File: src/rtl/twt_pkg.sv
// shared constants and handshake structs for the trapped water block
`default_nettype none

package twt_pkg;

    // default storage depth and stored height width
    localparam int MAX_BARS_DEF    = 1024;
    localparam int HEIGHT_BITS_DEF = 16;

    // fixed port widths
    localparam int HEIGHT_IN_BITS = 16;
    localparam int WATER_BITS     = 26;

    localparam logic [WATER_BITS-1:0] WATER_MAX = {WATER_BITS{1'b1}};

    // control from the sequencer to the walk unit
    typedef struct packed {
        logic start;   // load pointers, issue first reads
        logic run;     // perform one walk step
    } walk_ctrl_t;

    // status from the walk unit back to the sequencer
    typedef struct packed {
        logic                  done;   // pointers cross on this step
        logic [WATER_BITS-1:0] total;  // total including this step
    } walk_stat_t;

endpackage

`default_nettype wire

File: src/rtl/twt_walk_core.sv
// two-pointer walk: pointers, running peaks and the water sum
`default_nettype none

module twt_walk_core #(
    parameter int ADDR_W      = 10,
    parameter int HEIGHT_BITS = twt_pkg::HEIGHT_BITS_DEF
) (
    input  wire logic                     clk,
    input  wire logic                     rst_n,
    input  wire twt_pkg::walk_ctrl_t      ctrl,
    input  wire logic [ADDR_W-1:0]        last_idx,
    input  wire logic [HEIGHT_BITS-1:0]   rd_data_a,
    input  wire logic [HEIGHT_BITS-1:0]   rd_data_b,
    output logic      [ADDR_W-1:0]        rd_addr_a,
    output logic      [ADDR_W-1:0]        rd_addr_b,
    output twt_pkg::walk_stat_t           stat
);

    localparam int ADD_W = ((HEIGHT_BITS > twt_pkg::WATER_BITS) ?
                            HEIGHT_BITS : twt_pkg::WATER_BITS) + 1;

    logic [ADDR_W-1:0]              left_reg, left_next;
    logic [ADDR_W-1:0]              right_reg, right_next;
    logic [HEIGHT_BITS-1:0]         lpeak_reg, lpeak_next;
    logic [HEIGHT_BITS-1:0]         rpeak_reg, rpeak_next;
    logic [HEIGHT_BITS-1:0]         lbar_reg, rbar_reg;
    logic                           lfresh_reg, lfresh_next;
    logic                           rfresh_reg, rfresh_next;
    logic [twt_pkg::WATER_BITS-1:0] sum_reg, sum_next;

    logic [HEIGHT_BITS-1:0] lbar, rbar, diff;
    logic                   step_left, add_en;
    logic [ADD_W-1:0]       sum_wide;

    // current bars: fresh read data for the side that just moved
    assign lbar = lfresh_reg ? rd_data_a : lbar_reg;
    assign rbar = rfresh_reg ? rd_data_b : rbar_reg;

    assign step_left = (lbar <= rbar);

    // read ahead one entry on each side, only the moved side gets used
    assign rd_addr_a = ctrl.start ? '0 : left_reg + ADDR_W'(1);
    assign rd_addr_b = ctrl.start ? last_idx : right_reg - ADDR_W'(1);

    always_comb
    begin
        add_en = 1'b0;
        diff   = '0;
        lpeak_next = lpeak_reg;
        rpeak_next = rpeak_reg;
        if (step_left)
        begin
            if (lpeak_reg <= lbar)
            begin
                lpeak_next = lbar;
            end
            else
            begin
                add_en = 1'b1;
                diff   = lpeak_reg - lbar;
            end
        end
        else
        begin
            if (rpeak_reg <= rbar)
            begin
                rpeak_next = rbar;
            end
            else
            begin
                add_en = 1'b1;
                diff   = rpeak_reg - rbar;
            end
        end
    end

    // saturating accumulate
    assign sum_wide = ADD_W'(sum_reg) + ADD_W'(diff);

    always_comb
    begin
        sum_next = sum_reg;
        if (add_en)
        begin
            if (sum_wide > ADD_W'(twt_pkg::WATER_MAX))
            begin
                sum_next = twt_pkg::WATER_MAX;
            end
            else
            begin
                sum_next = sum_wide[twt_pkg::WATER_BITS-1:0];
            end
        end
    end

    assign left_next   = step_left ? left_reg + ADDR_W'(1) : left_reg;
    assign right_next  = step_left ? right_reg : right_reg - ADDR_W'(1);
    assign lfresh_next = step_left;
    assign rfresh_next = !step_left;

    // a left step with equal pointers is the final one
    assign stat.done  = ctrl.run && step_left && (left_reg == right_reg);
    assign stat.total = sum_next;

    always_ff @(posedge clk or negedge rst_n)
    begin
        if (!rst_n)
        begin
            left_reg   <= '0;
            right_reg  <= '0;
            lpeak_reg  <= '0;
            rpeak_reg  <= '0;
            sum_reg    <= '0;
            lfresh_reg <= 1'b0;
            rfresh_reg <= 1'b0;
        end
        else if (ctrl.start)
        begin
            left_reg   <= '0;
            right_reg  <= last_idx;
            lpeak_reg  <= '0;
            rpeak_reg  <= '0;
            sum_reg    <= '0;
            lfresh_reg <= 1'b1;
            rfresh_reg <= 1'b1;
        end
        else if (ctrl.run)
        begin
            left_reg   <= left_next;
            right_reg  <= right_next;
            lpeak_reg  <= lpeak_next;
            rpeak_reg  <= rpeak_next;
            sum_reg    <= sum_next;
            lfresh_reg <= lfresh_next;
            rfresh_reg <= rfresh_next;
        end
    end

    // held bars, payload only
    always_ff @(posedge clk)
    begin
        if (ctrl.run)
        begin
            lbar_reg <= lbar;
            rbar_reg <= rbar;
        end
    end

endmodule

`default_nettype wire

File: config.mk
export PLATFORM = sky130hd
export DESIGN_NAME = twt_walk_core
export DESIGN_NICKNAME = d
export VERILOG_FILES = /design/src/rtl/twt_pkg.sv /design/src/rtl/twt_walk_core.sv
export SDC_FILE = /design/constraint.sdc
export NUM_CORES = 1
export LEC_CHECK = 0
export BUFFER_PORTS_ARGS = -buffer_cell sky130_fd_sc_hd__buf_2
export CORE_ASPECT_RATIO = 0.7
export CORE_UTILIZATION = 60
export DETAILED_ROUTE_END_ITERATION = 8
export GPL_TIMING_DRIVEN = 0
export PLACE_DENSITY = 0.81
export SYNTH_ARGS = -nofsm -noshare
export SYNTH_HDL_FRONTEND = slang
export SYNTH_SLANG_ARGS = --single-unit
File: constraint.sdc
create_clock -name clk -period 8.6 [get_ports clk]
set_clock_uncertainty 0.2 [all_clocks]
set_input_delay 0.43 -clock clk [delete_from_list [all_inputs] [get_ports clk]]
set_output_delay 0.43 -clock clk [all_outputs]
set_load 0.03 [all_outputs]
==> metrics <==
post-route minimum period=~8200 ps; DIE HEIGHT=around 100 um; GR Util met3=roughly 7.3%; PwrDens=about 210 nW/um2; initial core utilization=62.9%; All-Layer GR Usage=32.3%; Final GP Congestion=about 0.95; Via density=around 6.1; Hold Violations, Final=0; die area=about 15000 um2; met1 usage=roughly 48%; Post-Syn Nets=approximately 1000; CP startpoint kind=flop; # IOs=93; unrepaired setup endpoints after global routing=false; TritonCTS Buffers=9; sequential-to-total area share from yosys stat=35.0%; area growth from synthesis to layout=12.5%; flip-flop count of the largest register after layout=26; CP max-delay cell=a211oi_2; GRT overflow=0; Reg clk slew, reported paths=approximately 80 ps; period utilization=between 90% and 100%; CP Class=reg2out; CTS tree=done; Post-synth EDFFs=32; asr flop ratio synth=71.4%; first-pass GRT wire length=about 36000 um; initial antenna violation count=0; Crit. End Element=primary output; fraction of layout cells with a size suffix above 1=~16%; Net Sw Frac=40.1%; Yosys Warn Count=0; IO Port Bufs=91; VDD IR-drop max=~0.12 mV; post-layout util=a little over two thirds; switching power=slightly above 0.8 mW; Int Power=between 1 and 1.5 mW; via count=7477; number of synthesized register bits=around 110; CP max stage delay=about 560 ps; htree depth=3; Core Region=13400 um2; most frequent cell on the critical path=buf_6; final net count=between 1000 and 1500; Fmax=122 MHz; Worst-Margin Slew=roughly 800 ps; setup total negative slack=0 ps; root buffer cell=clkbuf_16; Ant. Diodes=0; Clk pwr share=between 20% and 30%; initial drt markers=approximately 750; cells after synthesis=approximately 930; filler cell count=between 1000 and 1500; Req. time, crit path=about 8000 ps; DP Wirelength=around 17000 um; number of max-cap violations=0; combinational group share of total power=a little over two fifths; Critical Path AT=around 7600 ps; busiest grt layer=met2; status=finished clean; Detail Route Antenna Nets=0; Critical Path Fanout Max=10; length of the first detailed-routing pass in iterations=5; synth unique cells=61; final WL=between 20000 and 25000 um; wire per inst=18.5 um; clock sink count=about 110; max-slew violations=0; Setup-failing EPs final=0; Die Span X=~140 um; largest net degree at the start of global routing=around 60; vias in the first global route=around 7000; Post-Syn Area=between 8000 and 9000 um2; DRC violations left=0; worst hold path class=in2reg; syn_area_per_cell=between 9 and 10 um2; LEAKAGE=roughly 4.5 nW; routing usage on met2=48.2%; Skew-Pair Late Insertion Delay=roughly 350 ps; Post-synth top flop=dfrtp_1; floorplan row count=35; Reg power frac=about a third; Slew headroom=between 40% and 50%; Clock Path Buffers=2
==> kinds of logic after synthesis <==
family | count (synthesis) | synth area share [%]
AOI/OAI and AO/OA | 239 | 18.7
xor gates and xnor gates | 70 | 7.25
adders and majority gates | 71 | 10.8
buffers and inverters | 88 | 4.58
DFF | 112 | 35.0
muxes | 61 | 7.60
and+or+nand+nor | 287 | 16.1
==> cells in the final DEF (no fill, tap or decap), types with 8 or more instances in the layout <==
master	synthesis	routed
a211oi_1	44	44
a21o_1	16	16
a21oi_1	82	82
a22o_1	9	9
and3_1	11	11
buf_2	10	100
clkbuf_1	26	24
clkbuf_16	0	9
dfrtp_1	80	80
edfxtp_1	32	32
ha_1	68	68
inv_1	43	43
mux2_2	26	26
mux2i_1	35	34
nand2_1	45	45
nand2b_1	9	9
nand3_1	17	17
nand4_1	17	17
nor2_1	133	133
nor2b_1	13	13
nor3_1	14	14
o211ai_1	8	8
o21a_1	10	10
o21ai_0	31	31
xnor2_1	41	41
xor2_1	29	29
==> layer usage <==
metal,wire [um],up-vias
met4,264,0
met1,10700,3552
met5,0,-
li1,-,3555
met2,9640,341
met3,1980,29
==> what timing repair did <==
action | in CTS | in global routing
hold buffers | 1 | 0
gates resized for setup | 0 | 3
buffers inserted | 0 | 0
hold endpoints to repair | 20 | 0
setup endpoints to repair | 0 | 11
==> layout make-up <==
cell class                 count  area (um2)  area share (%)
clock buffer                   9         225            2.37
buffer                        44         224            2.35
tap                          185         231            2.43
multi-input combinational    728        5110            53.7
clock inverter                 7         101            1.06
sequential                   112        2960            31.1
timing repair buffer          93         495            5.21
inverter                      43         161            1.70
==> synthesized netlist by cell type (all sizes together) (2+ instances only) <==
| cell | instances | area, um2 |
|---|---|---|
| and2 | 5 | 31.3 |
| buf | 19 | 129 |
| a211oi | 45 | 343 |
| and3 | 11 | 68.8 |
| o211ai | 8 | 60.1 |
| xor2 | 29 | 254 |
| a311oi | 8 | 76.3 |
| a31oi | 5 | 31.3 |
| nor2 | 136 | 528 |
| nand2b | 9 | 56.3 |
| o31a | 4 | 35.0 |
| mux2i | 35 | 350 |
| o21ai | 33 | 165 |
| o21a | 11 | 90.1 |
| nor2b | 13 | 81.3 |
| a221oi | 3 | 26.3 |
| or3 | 4 | 25.0 |
| a22o | 9 | 78.8 |
| xnor2 | 41 | 359 |
| nor3 | 15 | 86.3 |
| nand4 | 17 | 106 |
| dfrtp | 80 | 2000 |
| nand2 | 45 | 169 |
| ha | 68 | 851 |
| edfxtp | 32 | 961 |
| or2 | 3 | 18.8 |
| a21o | 16 | 120 |
| fa | 3 | 60.1 |
| nand3 | 17 | 85.1 |
| a21oi | 82 | 410 |
| nor4 | 6 | 37.5 |
| nand3b | 2 | 15.0 |
| a21boi | 2 | 15.0 |
| o22ai | 2 | 12.5 |
| a41oi | 3 | 26.3 |
| clkbuf | 26 | 97.6 |
| inv | 43 | 161 |
| mux2 | 26 | 293 |
| a2111oi | 2 | 36.3 |
==> power by group through the flow <==
stage,sequential (mW),clock (mW),combinational (mW)
3_5_place_dp,0.675,0,0.855
6_report,0.670,0.466,0.878
2_1_floorplan,0.662,0,0.638
5_1_grt,0.678,0.492,0.953
4_1_cts,0.666,0.472,0.864
3_3_place_gp,0.673,0,0.833
==> per-stage QoR <==
step | power, mW | std cells | area (um2) | worst slack, ps | hold slack (ps)
CTS | 2.00 | 1222 | 9520 | 251 | 246
global placement | 1.51 | 1204 | 9150 | 696 | 315
global route | 2.12 | 1221 | 9520 | 21.2 | 256
floorplan | 1.30 | 928 | 8460 | 1830 | -65.6
detailed placement | 1.53 | 1205 | 9180 | 652 | 144
finish | 2.01 | 1221 | 9520 | 413 | 248
==> path summary, 6_finish.rpt <==
kind	startpoint	endpoint	slack (ps)	cells past startpoint
max in group asynchronous	rst_n	right_reg[8]$_DFFE_PN0P_	7300	3
min reg2reg	lpeak_reg[14]$_DFFE_PN0P_	lpeak_reg[14]$_DFFE_PN0P_	340	2
min	last_idx[4]	right_reg[4]$_DFFE_PN0P_	250	4
max	lfresh_reg$_DFFE_PN0P_	stat[13]	410	25
min in group asynchronous	rst_n	rpeak_reg[4]$_DFFE_PN0P_	300	2
max reg2reg	lfresh_reg$_DFFE_PN0P_	sum_reg[10]$_DFFE_PN0P_	1360	24
==> worst max-delay path, delay by kind of cell (launching register included) <==
kind / cells / cell delay [ps]
compound gates: 9 / 2440
mux: 1 / 460
simple gates: 5 / 1010
fa+ha+maj: 2 / 640
flops: 1 / 330
buf+inv: 8 / 2300
Power figures use the tool's default switching activity.
